**src/rtl/uvsc_pkg.sv**
```systemverilog
`default_nettype none
// ----------------------------------------------------------------------------
// uvsc_pkg
// Shared constants, tables and types of the UV sphere cell vertex unit.
// ----------------------------------------------------------------------------
package uvsc_pkg;

	// Field widths and configuration limits.
	localparam int MAX_SUBDIVISION = 256;
	localparam int FRAC_BITS       = 14;
	localparam int CFG_W           = 9;
	localparam int IDX_W           = 8;
	localparam int POS_W           = 16;
	localparam int TEX_W           = 17;
	localparam int CORNER_W        = 3;
	localparam logic [CFG_W-1:0] RESET_SUBDIVISION = 9'd16;

	// Corner sequencing.
	localparam logic [CORNER_W-1:0] FIRST_CORNER = 3'd0;
	localparam logic [CORNER_W-1:0] LAST_CORNER  = 3'd5;

	// Long division of k * 2^32 by the subdivision count.
	localparam int K_W        = CFG_W;
	localparam int FRAC_DIV   = 32;
	localparam int DIV_STEPS  = K_W + FRAC_DIV;
	localparam int DIV_SPS    = 4;
	localparam int DIV_STAGES = (DIV_STEPS + DIV_SPS - 1) / DIV_SPS;
	localparam int Q_W        = FRAC_DIV + 1;

	// Texture coordinates are Q1.16.
	localparam int TEX_FRAC  = 16;
	localparam int TEX_SHIFT = FRAC_DIV - TEX_FRAC;
	localparam logic [TEX_W-1:0] UV_ONE = TEX_W'(1 << TEX_FRAC);

	// Phase and CORDIC datapath.
	localparam int PH_W          = 32;
	localparam int TRIG_W        = 32;
	localparam int CW            = 34;
	localparam int CORDIC_STEPS  = 28;
	localparam int CORDIC_SPS    = 2;
	localparam int CORDIC_STAGES = (CORDIC_STEPS + CORDIC_SPS - 1) / CORDIC_SPS;
	localparam int CORDIC_LAT    = CORDIC_STAGES + 2;
	localparam logic signed [CW-1:0] CORDIC_GAIN  = 34'sd652032874;
	localparam logic signed [CW-1:0] QUARTER_TURN = 34'sd1073741824;
	localparam logic signed [CW-1:0] HALF_TURN    = 34'sd2147483648;

	// Products and rounding.
	localparam int PROD_W = 2 * TRIG_W;
	localparam int POS_SH = 2 * (TRIG_W - 2) - FRAC_BITS;
	localparam int Y_SH   = (TRIG_W - 2) - FRAC_BITS;

	// Arctangent of 2^-k in phase units (2^32 per turn).
	function automatic logic signed [CW-1:0] atan_turn(input int k);
		logic signed [CW-1:0] v;
		case (k)
			0:       v = 34'sd536870912;
			1:       v = 34'sd316933406;
			2:       v = 34'sd167458907;
			3:       v = 34'sd85004756;
			4:       v = 34'sd42667331;
			5:       v = 34'sd21354465;
			6:       v = 34'sd10679838;
			7:       v = 34'sd5340245;
			8:       v = 34'sd2670163;
			9:       v = 34'sd1335087;
			10:      v = 34'sd667544;
			11:      v = 34'sd333772;
			12:      v = 34'sd166886;
			13:      v = 34'sd83443;
			14:      v = 34'sd41722;
			15:      v = 34'sd20861;
			16:      v = 34'sd10430;
			17:      v = 34'sd5215;
			18:      v = 34'sd2608;
			19:      v = 34'sd1304;
			20:      v = 34'sd652;
			21:      v = 34'sd326;
			22:      v = 34'sd163;
			23:      v = 34'sd81;
			24:      v = 34'sd41;
			25:      v = 34'sd20;
			26:      v = 34'sd10;
			27:      v = 34'sd5;
			default: v = '0;
		endcase
		return v;
	endfunction

	// Upper latitude for corners one, three and four.
	function automatic logic corner_lat(input logic [CORNER_W-1:0] c);
		return c inside {3'd1, 3'd3, 3'd4};
	endfunction

	// Upper longitude for corners two, four and five.
	function automatic logic corner_lon(input logic [CORNER_W-1:0] c);
		return c inside {3'd2, 3'd4, 3'd5};
	endfunction

	// One cell's finished results, indexed by {lat, lon} where both apply.
	typedef struct packed {
		logic                        err;
		logic [3:0][POS_W-1:0]       px;
		logic [3:0][POS_W-1:0]       pz;
		logic [1:0][POS_W-1:0]       py;
		logic [1:0][TEX_W-1:0]       tu;
		logic [1:0][TEX_W-1:0]       tv;
	} uvsc_item_t;

endpackage
`default_nettype wire

```
**src/rtl/uvsc_ser.sv**
```systemverilog
`default_nettype none
// ----------------------------------------------------------------------------
// uvsc_ser
// Output stage: holds one finished cell and sends its vertices one beat each.
// ----------------------------------------------------------------------------
module uvsc_ser (
	input  wire logic                             clk,
	input  wire logic                             arst_n,
	input  wire logic                             load_valid,
	input  wire uvsc_pkg::uvsc_item_t             load_item,
	output logic                                  adv,
	output logic                                  out_valid,
	input  wire logic                             out_stall,
	output logic signed [uvsc_pkg::POS_W-1:0]     pos_x,
	output logic signed [uvsc_pkg::POS_W-1:0]     pos_y,
	output logic signed [uvsc_pkg::POS_W-1:0]     pos_z,
	output logic        [uvsc_pkg::TEX_W-1:0]     tex_u,
	output logic        [uvsc_pkg::TEX_W-1:0]     tex_v,
	output logic        [uvsc_pkg::CORNER_W-1:0]  corner,
	output logic                                  last,
	output logic                                  index_error
);
	import uvsc_pkg::*;

	logic                busy_q;
	logic [CORNER_W-1:0] cnt_q;
	uvsc_item_t          item_q;
	logic                fire;
	logic                last_beat;
	logic                la;
	logic                lo;

	// A new cell loads when the stage is empty or sends its final beat.
	assign fire      = busy_q && !out_stall;
	assign last_beat = item_q.err || (cnt_q == LAST_CORNER);
	assign adv       = !busy_q || (fire && last_beat);

	always_ff @(posedge clk or negedge arst_n) begin
		if (!arst_n) begin
			busy_q <= 1'b0;
			cnt_q  <= FIRST_CORNER;
		end else if (adv) begin
			busy_q <= load_valid;
			cnt_q  <= FIRST_CORNER;
		end else if (fire) begin
			cnt_q  <= cnt_q + 3'd1;
		end
	end

	always_ff @(posedge clk) begin
		if (adv) begin
			item_q <= load_item;
		end
	end

	// Pick the latitude and longitude halves for the current corner.
	assign la = corner_lat(cnt_q);
	assign lo = corner_lon(cnt_q);

	always_comb begin
		out_valid = busy_q;
		if (item_q.err) begin
			pos_x       = '0;
			pos_y       = '0;
			pos_z       = '0;
			tex_u       = '0;
			tex_v       = '0;
			corner      = FIRST_CORNER;
			last        = 1'b1;
			index_error = 1'b1;
		end else begin
			pos_x       = $signed(item_q.px[{la, lo}]);
			pos_y       = $signed(item_q.py[la]);
			pos_z       = $signed(item_q.pz[{la, lo}]);
			tex_u       = item_q.tu[lo];
			tex_v       = item_q.tv[la];
			corner      = cnt_q;
			last        = (cnt_q == LAST_CORNER);
			index_error = 1'b0;
		end
	end

endmodule
`default_nettype wire

```
**config.mk**
```make
export PLATFORM = sky130hd
export DESIGN_NAME = uvsc_ser
export DESIGN_NICKNAME = d
export VERILOG_FILES = /design/src/rtl/uvsc_pkg.sv /design/src/rtl/uvsc_ser.sv
export SDC_FILE = /design/constraint.sdc
export NUM_CORES = 1
export LEC_CHECK = 0
export BUFFER_PORTS_ARGS = -buffer_cell sky130_fd_sc_hd__buf_4
export CAP_MARGIN = 5
export CORE_MARGIN = 1
export CORE_UTILIZATION = 46
export CTS_CLUSTER_DIAMETER = 50
export DETAILED_ROUTE_END_ITERATION = 10
export PLACE_DENSITY = 0.79
export RECOVER_POWER = 25
export REMOVE_ABC_BUFFERS = 1
export SLEW_MARGIN = 25
export SYNTH_ARGS = -nofsm -noshare
export SYNTH_HDL_FRONTEND = slang
export SYNTH_SLANG_ARGS = --single-unit
export TNS_END_PERCENT = 20
```
**constraint.sdc**
```tcl
create_clock -name clk -period 17.69 [get_ports clk]
set_clock_uncertainty 0.15 [all_clocks]
set_input_delay 0 -clock clk [delete_from_list [all_inputs] [get_ports clk]]
set_output_delay 0 -clock clk [all_outputs]
set_load 0.05 [all_outputs]
```
[Word level (Yosys, flattened, before mapping)]
Cells that the tools add are included.
Storage, ports and cells
  register bits: 233
  latch bits: 0
  memory bits (writable): 0
  memory bits (read-only): 0
  output and inout bits: 89
  word-level logic and storage cells: 55
  memories: 0
Cells by class
  $add $sub $neg: 1
  multipliers: 0
  divide/modulo/power cells: 0
  $lt $le $gt $ge: 3
  equality and inequality tests: 5
  shifts and indexed selects: 0
  multiplexer cells: 20
  bitwise operators: 0
  reduce and logical (&&, ||, !) cells: 9
Operators with widths (count)
  $mux W16: 7
  $mux W17: 6
  $bmux W16 S2: 2
  $mux W3: 3
  $eq A3 B2 Y1 const B: 2
  $eq A3 B3 Y1 const B: 2
  $reduce_bool A3 Y1: 2
  $lt A1 B2 Y1 const B: 2
  $add A3 B1 Y3 const B: 1
  $eq A3 B1 Y1 const B: 1
  $lt A2 B3 Y1 const B: 1
  $logic_and A1 B1 Y1: 2
  $logic_not A1 Y1: 2
  $logic_or A1 B1 Y1: 2
  $mux W1: 2
  $reduce_bool A2 Y1: 1

[Longest topological paths before layout]
  depth in word-level cells: 5
  mapped depth: 9
  gate-level depth less buffers: 6

[Worst setup path after synthesis]
No wires, ideal clock.
  kind: reg-to-reg
  from: register item_q[228] (netlist name)
  to: register item_q[0] (netlist name) (enable)
  data arrival time: 17.973 ns
  data required time: 16.352 ns
  slack: -1.621 ns
  cell stages (with the launch flop): 4
  period minus slack after synthesis: 19.311 ns
  path through: edfxtp_1 -> clkbuf_1 -> a21oi_1 -> o21ai_0
Between the ends
  cells in the longest elaborated chain, start to end: 3
Ends and longest elaborated chain
  from (decl): RTL line uvsc_ser.sv:27  | uvsc_item_t item_q;
  from (signal assigned): RTL line uvsc_ser.sv:52  | item_q <= load_item;
  $logic_or A1 B1 Y1: RTL line uvsc_ser.sv:35  | assign last_beat = item_q.err || (cnt_q == LAST_CORNER);
  $logic_and A1 B1 Y1: RTL line uvsc_ser.sv:36  | assign adv = !busy_q || (fire && last_beat);
  $logic_or A1 B1 Y1: RTL line uvsc_ser.sv:36
  via adv: RTL line uvsc_ser.sv:11  | output logic adv,
The timed path passes the listed nets, and every way through them passes these cells.
A chain may end at the register's enable or synchronous reset.

[Worst setup path after layout]
  from: register cnt_q[2]
  to: output pos_z[8] (netlist name)
Between the ends
  cells in the longest elaborated chain, start to end: 5
  elaborated cells on any way between the ends: 10
Ends and longest elaborated chain
  from (decl): RTL line uvsc_ser.sv:26  | logic [CORNER_W-1:0] cnt_q;
  from (signal assigned): RTL line uvsc_ser.sv:46  | cnt_q <= cnt_q + 3'd1;
  $eq A3 B2 Y1, or another cell as far along: RTL line uvsc_pkg.sv:96  | return c inside {3'd2, 3'd4, 3'd5};
  $reduce_bool A3 Y1 (on tied branches): RTL line uvsc_pkg.sv:96, uvsc_pkg.sv:91
  $bmux W16 S2 (*): RTL line uvsc_ser.sv:74  | pos_z = $signed(item_q.pz[{la, lo}]);
  $mux W16 (not written as such) (*): RTL line uvsc_ser.sv:74
  $mux W16 (*): RTL line uvsc_ser.sv:62  | if (item_q.err) begin
  to (decl): RTL line uvsc_ser.sv:16  | output logic signed [uvsc_pkg::POS_W-1:0] pos_z,
Mark *: on every way between the ends. The rest lies on a longest branch, timed or not. The select of a mux whose other input is x is not followed.

==> impl_metrics.toml <==
[run_status]
status = "complete, no violations"

[global_routing]
grt_max_degree = 103
antenna_found_initial = 1
grt_pass1_vias = 9660
grt_usage = 0.299
gr-total-overflow = 0
grt_pass1_wl_um = 51900

[sta]
tns_ns = 0
relSlewSlack = 0.284
rsz0062_at_grt = "no"
tightest_slew_ns = 1.07
max_freq_ghz = 0.227
setup-violations-final = 0
fin_crit_ns = 4.41
hold_violations = 0
period_share = 0.249
maxSlewViolCount = 0

[min_path]
holdCritPathClass = "in -> reg"
hold_start = "load_item[9]"
holdPathEnd = "item_q[9]"
min_path_cells = 2

[clock_tree]
ctsHoldBuffers = 233
insertion_delay_ns = 0.54
cts_resized = 0
post-cts-setup-buffer-count = 0
cts_root_buf = "clkbuf_16"
clock_path_buffers = 3
htreeDepth = 1
clock-sinks = 233
cts_tree = "built"
clk_pin_slew_ns = 0.07
cts_made_buffers = 29

[worst_setup_path]
worstSetupStartpointType = "register"
cp_cell_sequence = "inv_2, ha_4, buf_4, nor2_4, o31ai_1, o22ai_1, buf_4"
reg2reg_to = "item_q[217]"
critPathCaptureType = "output port"
cp.required_ns = 17.54
slowest_stage = "nor2_4"
critPathMaxFanout = 72
cpMostUsedCell = "buf_4"
max_stage_delay_ns = 0.90
r2r_start = "cnt_q[1]"
r2r_slack_ns = 13.60
path_class = "reg -> out"
cp_data_arrival_time_ns = 4.26
reg2reg_depth = 6
startpoint = "cnt_q[2]"

[synth]
ys_top_cells_by_area = "edfxtp_1, o21ai_0, o22ai_1"
syn-cell-area_um2 = 10200
synth_cell_types = 32
synth_ff_type = "edfxtp_1"
synth_edf_count = 229
yosysSeqAreaShare = 0.681
synthCells = 792
synth_top_area_frac = 0.671
syn_avg_cell_area_um2 = 12.9
yosysTopAreaCell = "edfxtp_1"
async_reset_ff_frac = 0.0172
synth_warnings = 0
synth-seq-cells = 233

[floorplanning]
die-area_um2 = 22900
start_util = 0.470
coreArea_um2 = 21800
fp.dieH_um = 151
io_pins = 322
die_w_um = 151
num_rows = 54

[layout]
fillers = 1302
multi_input_comb_area_um2 = 2930
nets = 1540
syn_to_final_growth_pct = 56.6
drive_gt1_frac = 0.293
regArea_um2 = 6980

[place]
finalWeightedCongestion = 0.803
port_buffers = 321
dp_hpwl_um = 17100

[drt]
via_per_inst = 5.91
drt_first_pass_iters = 5
drt_iter0_drc = 710
antenna_left = 0
drt-total-wl_um = 35200
wire_per_inst_um = 21.9
route.detailed.drc = 0
num_vias = 9491

[run]
drv_cap = 0

[power_and_ir_drop]
irDropWorstVdd_uv = 102
p_per_area_nw_per_um2 = 103
p_leak_uw = 0.00606
finalPower_uw = 1650
## synthesized netlist by cell type (all sizes together), types with 32 or more instances
master and n:
a21oi 51, a221o 32, buf 37, clkbuf 50, edfxtp 229, nand3b 34
nor2 69, nor3 32, o21ai 83, o22a 32, o22ai 64, o31ai 33
## sequential cells by signal, summed over array words and instances, names as in the netlist
name and flops:
item_q 229, out_valid 1, cnt_q 3
## area by class of cell
type / instances / area share
Sequential cell: 233 / 0.435
Multi-Input combinational cell: 468 / 0.183
Antenna cell: 3 / 0.000468
Clock buffer: 34 / 0.0464
Tap cell: 280 / 0.0218
Inverter: 4 / 0.000935
Timing Repair Buffer: 566 / 0.302
Clock inverter: 17 / 0.0111
## worst max-delay path, delay by kind of cell, from the launching register on
family                   cells  cell delay (ns)
buffers and inverters        3             1.11
AND/OR/NAND/NOR              1             0.90
AO/OA/AOI/OAI                2             0.51
flip-flops                   1             0.65
adder cells (fa/ha/maj)      1             0.46
## routing by layer
metal / part of all wire / wire, µm / vias to the layer above / GRT usage
li1: - / - / 4160 / -
met1: 0.34 / 12100 / 4522 / 0.349
met2: 0.51 / 17900 / 680 / 0.520
met3: 0.10 / 3570 / 129 / 0.0645
met4: 0.047 / 1650 / 0 / 0.147
met5: 0 / 0 / - / 0
## cell usage in the layout, fill, tap and decap left out, types with 33 or more instances in the layout
cell type	n
edfxtp_1	229
dlygate4sd3_1	233
o31ai_1	33
nor2_1	67
clkbuf_4	137
o22ai_1	64
buf_4	193
o21ai_0	82
nand3b_1	34
a21oi_1	51
## kinds of logic after synthesis
kind of cell / count (synthesis) / share of synthesized area
adders and majority gates: 5 / 0.00610
and+or+nand+nor: 164 / 0.0811
buffers and inverters: 91 / 0.0414
muxes: 2 / 0.00208
DFF: 233 / 0.681
AOI/OAI and AO/OA: 297 / 0.189
## worst max path at each step
stage | end | slack, ns
global route | pos_z[8] | 13.05
detailed placement | item_q[171] | 13.27
floorplan | item_q[0] | -3.23
finish | pos_z[8] | 13.28
global placement | item_q[107] | 13.40
CTS | item_q[217] | 13.26
## report_power, final
group	internal (µW)	switching (µW)
Clock	345	236
Combinational	149	241
Sequential	661	16.2
Total	1150	493
## per-stage QoR
stage	utilization	area [µm²]	cells	setup slack [ns]	hold WS, ns
final	0.736	16100	1605	13.28	0.0389
after floorplan	-	9840	705	-3.23	-0.446
after global routing	0.735	16000	1603	13.05	0.0336
after global placement	0.585	12800	1316	13.40	-0.342
after detailed placement	0.585	12800	1316	13.27	-0.341
after CTS	0.734	16000	1600	13.26	0.00911
No activity file was read; power rests on OpenSTA's default activity.
