`src/rtl/uvsc_pkg.sv`:
```
`default_nettype none
// ----------------------------------------------------------------------------
// uvsc_pkg
// Shared constants, tables and types of the UV sphere cell vertex unit.
// ----------------------------------------------------------------------------
package uvsc_pkg;

	// Field widths and configuration limits.
	localparam int MAX_SUBDIVISION = 256;
	localparam int FRAC_BITS       = 14;
	localparam int CFG_W           = 9;
	localparam int IDX_W           = 8;
	localparam int POS_W           = 16;
	localparam int TEX_W           = 17;
	localparam int CORNER_W        = 3;
	localparam logic [CFG_W-1:0] RESET_SUBDIVISION = 9'd16;

	// Corner sequencing.
	localparam logic [CORNER_W-1:0] FIRST_CORNER = 3'd0;
	localparam logic [CORNER_W-1:0] LAST_CORNER  = 3'd5;

	// Long division of k * 2^32 by the subdivision count.
	localparam int K_W        = CFG_W;
	localparam int FRAC_DIV   = 32;
	localparam int DIV_STEPS  = K_W + FRAC_DIV;
	localparam int DIV_SPS    = 4;
	localparam int DIV_STAGES = (DIV_STEPS + DIV_SPS - 1) / DIV_SPS;
	localparam int Q_W        = FRAC_DIV + 1;

	// Texture coordinates are Q1.16.
	localparam int TEX_FRAC  = 16;
	localparam int TEX_SHIFT = FRAC_DIV - TEX_FRAC;
	localparam logic [TEX_W-1:0] UV_ONE = TEX_W'(1 << TEX_FRAC);

	// Phase and CORDIC datapath.
	localparam int PH_W          = 32;
	localparam int TRIG_W        = 32;
	localparam int CW            = 34;
	localparam int CORDIC_STEPS  = 28;
	localparam int CORDIC_SPS    = 2;
	localparam int CORDIC_STAGES = (CORDIC_STEPS + CORDIC_SPS - 1) / CORDIC_SPS;
	localparam int CORDIC_LAT    = CORDIC_STAGES + 2;
	localparam logic signed [CW-1:0] CORDIC_GAIN  = 34'sd652032874;
	localparam logic signed [CW-1:0] QUARTER_TURN = 34'sd1073741824;
	localparam logic signed [CW-1:0] HALF_TURN    = 34'sd2147483648;

	// Products and rounding.
	localparam int PROD_W = 2 * TRIG_W;
	localparam int POS_SH = 2 * (TRIG_W - 2) - FRAC_BITS;
	localparam int Y_SH   = (TRIG_W - 2) - FRAC_BITS;

	// Arctangent of 2^-k in phase units (2^32 per turn).
	function automatic logic signed [CW-1:0] atan_turn(input int k);
		logic signed [CW-1:0] v;
		case (k)
			0:       v = 34'sd536870912;
			1:       v = 34'sd316933406;
			2:       v = 34'sd167458907;
			3:       v = 34'sd85004756;
			4:       v = 34'sd42667331;
			5:       v = 34'sd21354465;
			6:       v = 34'sd10679838;
			7:       v = 34'sd5340245;
			8:       v = 34'sd2670163;
			9:       v = 34'sd1335087;
			10:      v = 34'sd667544;
			11:      v = 34'sd333772;
			12:      v = 34'sd166886;
			13:      v = 34'sd83443;
			14:      v = 34'sd41722;
			15:      v = 34'sd20861;
			16:      v = 34'sd10430;
			17:      v = 34'sd5215;
			18:      v = 34'sd2608;
			19:      v = 34'sd1304;
			20:      v = 34'sd652;
			21:      v = 34'sd326;
			22:      v = 34'sd163;
			23:      v = 34'sd81;
			24:      v = 34'sd41;
			25:      v = 34'sd20;
			26:      v = 34'sd10;
			27:      v = 34'sd5;
			default: v = '0;
		endcase
		return v;
	endfunction

	// Upper latitude for corners one, three and four.
	function automatic logic corner_lat(input logic [CORNER_W-1:0] c);
		return c inside {3'd1, 3'd3, 3'd4};
	endfunction

	// Upper longitude for corners two, four and five.
	function automatic logic corner_lon(input logic [CORNER_W-1:0] c);
		return c inside {3'd2, 3'd4, 3'd5};
	endfunction

	// One cell's finished results, indexed by {lat, lon} where both apply.
	typedef struct packed {
		logic                        err;
		logic [3:0][POS_W-1:0]       px;
		logic [3:0][POS_W-1:0]       pz;
		logic [1:0][POS_W-1:0]       py;
		logic [1:0][TEX_W-1:0]       tu;
		logic [1:0][TEX_W-1:0]       tv;
	} uvsc_item_t;

endpackage
`default_nettype wire

```
`src/rtl/uvsc_div.sv`:
```
`default_nettype none
// ----------------------------------------------------------------------------
// uvsc_div
// Pipelined restoring divider: floor(k * 2^32 / n) and its remainder.
// ----------------------------------------------------------------------------
module uvsc_div (
	input  wire logic                     clk,
	input  wire logic                     en,
	input  wire logic [uvsc_pkg::K_W-1:0] num_k,
	input  wire logic [uvsc_pkg::CFG_W-1:0] den,
	output logic      [uvsc_pkg::Q_W-1:0] quo,
	output logic      [uvsc_pkg::K_W-1:0] rem
);
	import uvsc_pkg::*;

	logic [K_W-1:0]       rem_s [DIV_STAGES];
	logic [Q_W-1:0]       quo_s [DIV_STAGES];
	logic [DIV_STEPS-1:0] num_s [DIV_STAGES];

	for (genvar s = 0; s < DIV_STAGES; s++) begin : g_stage
		logic [K_W-1:0]       r_in;
		logic [Q_W-1:0]       q_in;
		logic [DIV_STEPS-1:0] n_in;
		logic [K_W-1:0]       r_nx;
		logic [Q_W-1:0]       q_nx;
		logic [DIV_STEPS-1:0] n_nx;

		// Stage inputs: the first stage starts from the numerator.
		if (s == 0) begin : g_first
			assign r_in = '0;
			assign q_in = '0;
			assign n_in = {num_k, {FRAC_DIV{1'b0}}};
		end else begin : g_next
			assign r_in = rem_s[s-1];
			assign q_in = quo_s[s-1];
			assign n_in = num_s[s-1];
		end

		// A few quotient bits per stage, one compare and subtract each.
		always_comb begin
			logic [K_W:0] trial;
			trial = '0;
			r_nx  = r_in;
			q_nx  = q_in;
			n_nx  = n_in;
			for (int m = 0; m < DIV_SPS; m++) begin
				if (s * DIV_SPS + m < DIV_STEPS) begin
					trial = {r_nx, n_nx[DIV_STEPS-1]};
					n_nx  = {n_nx[DIV_STEPS-2:0], 1'b0};
					if (trial >= {1'b0, den}) begin
						r_nx = K_W'(trial - {1'b0, den});
						q_nx = {q_nx[Q_W-2:0], 1'b1};
					end else begin
						r_nx = trial[K_W-1:0];
						q_nx = {q_nx[Q_W-2:0], 1'b0};
					end
				end
			end
		end

		always_ff @(posedge clk) begin
			if (en) begin
				rem_s[s] <= r_nx;
				quo_s[s] <= q_nx;
				num_s[s] <= n_nx;
			end
		end
	end

	assign quo = quo_s[DIV_STAGES-1];
	assign rem = rem_s[DIV_STAGES-1];

endmodule
`default_nettype wire

```
`config.mk`:
```
export PLATFORM = sky130hd
export DESIGN_NAME = uvsc_div
export DESIGN_NICKNAME = d
export VERILOG_FILES = /design/src/rtl/uvsc_pkg.sv /design/src/rtl/uvsc_div.sv
export SDC_FILE = /design/constraint.sdc
export NUM_CORES = 1
export LEC_CHECK = 0
export BUFFER_PORTS_ARGS = -buffer_cell sky130_fd_sc_hd__buf_4
export CORE_MARGIN = 2
export CORE_UTILIZATION = 65
export DETAILED_ROUTE_END_ITERATION = 8
export PLACE_DENSITY = 0.82
export SETUP_SLACK_MARGIN = 0.4
export SLEW_MARGIN = 40
export SYNTH_ARGS = -nofsm -noshare
export SYNTH_HDL_FRONTEND = slang
export SYNTH_SLANG_ARGS = --single-unit
```
`constraint.sdc`:
```
create_clock -name clk -period 13.65 [get_ports clk]
set_input_delay 0.6825 -clock clk [delete_from_list [all_inputs] [get_ports clk]]
set_output_delay 0.6825 -clock clk [all_outputs]
set_load 0.05 [all_outputs]
```
# Word level (Yosys, flattened, before mapping)

Memories as Yosys holds them, arrays and structs flattened.
Cells that the tools add are included.

Bits in writable memories: 902
Register bits: 0
Latch bits: 0
Input bits: 20
Memory bits (read-only): 0
Memories: 3
Word-level logic and storage cells: 169
Output and inout port bits: 42

Reduce and logical (&&, ||, !) cells: 0
Multiplexer cells: 84
Bitwise logic cells: 0
Shift-type cells: 0
Div/mod/pow operators: 0
$lt $le $gt $ge: 41
Equal/unequal tests: 0
Add/subtract/negate cells: 41
Multiply operators: 0

Memory list:

| name  | depth | bits a word | read ports | clocked after memory_dff | write ports | line           | source |
|---|---|---|---|---|---|---|---|
| num_s | 11    | 40          | 10         | 0                        | 11          | uvsc_div.sv:18 | `logic [DIV_STEPS-1:0] num_s [DIV_STAGES];` |
| quo_s | 11    | 33          | 11         | 0                        | 11          | uvsc_div.sv:17 | `logic [Q_W-1:0] quo_s [DIV_STAGES];` |
| rem_s | 11    | 9           | 11         | 0                        | 11          | uvsc_div.sv:16 | `logic [K_W-1:0] rem_s [DIV_STAGES];` |

Operators by type and width:

| operator                                        | count |
|---|---|
| 10-bit by 9-bit >= comparator with 1-bit output | 40 |
| 9-bit 2-to-1 mux                                | 41 |
| 9-bit subtractor                                | 40 |
| 1-bit 2-to-1 mux                                | 43 |
| 1-bit by 9-bit >= comparator with 1-bit output  | 1 |
| 1-bit by 9-bit subtractor with 9-bit output     | 1 |

# Depth between registers and ports, before layout

An unclocked memory read counts as a cell.

Depth after elaboration: 9
Gate-level depth with buffers: 45
Mapped depth without buffers: 38

# Worst setup path before layout

OpenSTA, ideal clock, no wires.

Path type: input -> register
Start point: in den[1] in the netlist's numbering
End point: mem rem_s[7][2] in the netlist's numbering (data pin)
Setup slack: 2.532 ns
Cell stages on the path: 38
Library setup time: 0.262 ns
Arrival time: 10.856 ns
Data required time: 13.388 ns
Cells stage by stage: buf_4 > clkbuf_1 > inv_1 > ha_1 > ha_1 > o211ai_1 > a211oi_1 > nor4_1 > clkbuf_1 > o21ai_0 > ha_1 > or2_2 > a21oi_1 > a31oi_1 > a221oi_1 > and2_1 > buf_2 > inv_2 > (+2 left out) > a31oi_1 > inv_1 > ha_1 > a21o_1 > a2111oi_0 > nor2_1 > a41o_1 > a211oi_1 > buf_2 > mux2_2 > ha_1 > a21o_1 > a31o_2 > and4_1 > a2111oi_2 > nand3_1 > nand2_1 > mux2_1

RTL lines:

| item        | line           | source |
|---|---|---|
| from (decl) | uvsc_div.sv:10 | `input wire logic [uvsc_pkg::CFG_W-1:0] den,` |
| to (decl)   | uvsc_div.sv:16 |  |

==> impl_metrics.json <==
{
  "port_buffers": 61,
  "crit_start": "den[1]",
  "synthCells": 2830,
  "final.period_utilization_pct": 76.43,
  "areaGrowthSynthToFinish_pct": 8.903,
  "drt-total-wl_um": 67380,
  "path_class": "primary input to flip-flop",
  "skew_ns": 0.02400,
  "yosys_most_used_dff": "edfxtp_1",
  "regArea_um2": 8468,
  "synth_cell_types": 89,
  "end_kind": "flip-flop",
  "yosysWarningCount": 0,
  "fillers": 3014,
  "initial_utilization_pct": 65.74,
  "core_um2": 40830,
  "start_kind": "primary input",
  "num_io_pins": 62,
  "multi_input_comb_area_um2": 17570,
  "clock_latency_ns": 0.56,
  "fp.dieW_um": 207.2,
  "grt_max_degree": 165,
  "r2r-end": "rem_s[5][8]",
  "critical-path-max-stage-delay_ns": 0.51,
  "antennaDiodeCount": 0,
  "reg2reg_from": "rem_s[4][0]",
  "vias_per_cell": 6.499,
  "drive_gt1_share_pct": 10.45,
  "grt_pass1_vias": 22340,
  "dr.first_iter.drc_count": 1782,
  "syn_nets": 3206,
  "synth-edff-count": 282,
  "drt_pass1_iterations": 5,
  "path_max_fanout": 22,
  "cp.arrival_ns": 10.72,
  "cts_root_buf": "clkbuf_16",
  "cts_setup_buffers": 0,
  "nets": 3279,
  "place.gp.congestion": 0.9390,
  "routed-via-count": 22490,
  "drv_slew": 0,
  "dp_hpwl_um": 49210,
  "tightest_slew_ns": 0.8283,
  "setup_viol": 0,
  "grt_use_total_pct": 30.81,
  "cts_inserted_buffers": 34,
  "hold_viol_final": 0,
  "ys_seq_elements": 282,
  "rows": 74,
  "syn_area_per_cell_um2": 9.485,
  "async_flop_share_pct": 0,
  "rsz0062_at_grt": "no",
  "path_clk_slew_ns": 0.06,
  "holdCritPathClass": "primary input to flip-flop",
  "fin_tns_setup_ns": 0,
  "fin_crit_ns": 10.43,
  "rr_worst_depth": 33,
  "die_h_um": 207.2,
  "cts_tree": "built",
  "drc": 0,
  "syn-cell-area_um2": 26840,
  "cts_hold_buf": 0,
  "critical_path_required_ns": 13.94,
  "cpMostUsedCell": "ha_1",
  "htree_levels": 2,
  "grt_pass1_wl_um": 109700,
  "grt_overflow": 0,
  "cts.path.max_buffers": 3,
  "status": "complete, no violations",
  "crit_end": "rem_s[5][8]",
  "relSlewSlack_pct": 43.35,
  "reg2reg_slack_ns": 3.77,
  "maxCapViolations": 0,
  "cts_sinks": 282,
  "crit_path_top_delay_cell": "nor2_1",
  "yosysSeqAreaShare_pct": 31.55,
  "ant_nets": 0,
  "wire_per_inst_um": 19.47,
  "grt_antenna_before_repair": 0,
  "final_util_pct": 71.59,
  "max_freq_ghz": 0.09585,
  "post_cts_resized": 0,
  "die_area_um2": 42940
}
==> synthesized netlist by cell type, types with 7 or more instances <==
cell type	instances	area (um2)
xor2_1	74	648.1
a31oi_1	24	150.1
and2_1	25	156.4
o21a_1	47	352.8
a221o_1	22	220.2
nor2b_1	45	281.5
xnor2_1	141	1235
or3_1	15	93.84
nand2_1	163	611.8
and3_1	28	175.2
ha_1	339	4242
a31o_2	10	87.58
nand2b_1	59	369.1
a211o_1	8	70.07
clkbuf_1	36	135.1
nand3_1	47	235.2
a21o_1	116	870.8
o21bai_1	45	337.8
nor3_1	49	245.2
o21ai_0	153	765.7
a221oi_1	14	122.6
a21boi_0	19	142.6
nor2_1	212	795.8
edfxtp_1	282	8468
inv_1	160	600.6
mux2_2	85	957.2
o31ai_1	31	232.7
or2_2	20	125.1
buf_2	11	55.05
o31a_1	14	122.6
mux2i_1	46	460.4
a21oi_1	226	1131
nand4_1	33	206.5
fa_1	17	340.3
o22ai_1	7	43.79
a211oi_1	33	247.7
a311oi_1	8	70.07
o221ai_1	15	131.4
o211ai_1	26	195.2
==> stage by stage <==
step	instance area (um2)	hold WS (ns)	setup WS [ns]	cells
after global placement	27970	0.4007	2.809	3396
after detailed placement	27990	0.4045	2.813	3396
after global routing	29230	0.2925	2.597	3461
after CTS	29150	0.2849	3.385	3458
final	29230	0.3087	3.217	3461
after floorplan	26840	0.4003	2.532	2830
==> critical path: cells and delay by family <==
family	cells	cell delay, ns
compound gates	15	3.96
simple gates	8	2.36
fa+ha+maj	5	1.54
buf+inv	5	1.45
mux	2	0.70
==> state kept, by name, summed over array words and instances (netlist names) <==
register  count
num_s         6
quo_s       177
rem_s        99
==> cells in the final DEF, fill, tap and decap left out, types with 22 or more instances in the layout <==
cell / instances
a21o_1: 116
edfxtp_1: 282
nand4_1: 33
nor2b_1: 44
and2_1: 25
buf_4: 87
a221o_1: 22
o211ai_1: 26
a21oi_1: 226
clkbuf_16: 35
inv_1: 151
nor2_1: 212
xnor2_1: 141
o21a_1: 47
nand2b_1: 59
xor2_1: 74
mux2i_1: 46
a211oi_1: 33
ha_1: 339
and3_1: 28
a31oi_1: 22
o21ai_0: 153
nand3_1: 47
o31ai_1: 31
mux2_2: 85
nor3_1: 49
nand2_1: 163
o21bai_1: 44
==> worst min-delay path by stage <==
stage	to	cells past startpoint	slack, ns	start
6_report	num_s[0][38]	1	0.31	num_k[3]
5_1_grt	num_s[0][37]	1	0.29	num_k[2]
4_1_cts	num_s[0][37]	1	0.28	num_k[2]
3_5_place_dp	quo_s[10][26]	0	0.40	quo_s[9][25]
3_3_place_gp	quo_s[5][8]	0	0.40	quo_s[4][4]
2_1_floorplan	num_s[1][39]	0	0.40	num_s[0][35]
==> logic make-up (layout without fill, tap and decap cells) <==
logic type,Yosys count,count (layout),synth area share [%]
XOR/XNOR,215,215,7.015
adder cells (fa/ha/maj),356,356,17.07
buffers and inverters,220,319,3.202
AND/OR/NAND/NOR,730,730,13.32
flip-flops,282,282,31.55
AO/OA/AOI/OAI,891,891,22.32
multiplexers,136,136,5.519
==> layout make-up <==
class                           count  share of cell area (%)
Timing Repair Buffer               92                   2.560
Sequential cell                   282                   28.97
Clock buffer                       36                   3.009
Tap cell                          532                   2.277
Multi-Input combinational cell   2328                   60.09
Inverter                          165                   2.119
Clock inverter                     26                  0.9716
==> per-layer routing <==
metal  wire length, um  global-route usage [%]  up-vias  share of wire [%]
met2             32040                   52.49      824                 48
met1             28460                   39.20    10620                 42
met5                 0                       0        -                  0
li1                  -                       -    10860                  -
met3              4315                   4.281      195                6.4
met4              2562                   13.42        0                3.8
Power is left out: the tool's default activity adds up to more than one toggle a clock period on the data nets, which glitch-free logic cannot reach.
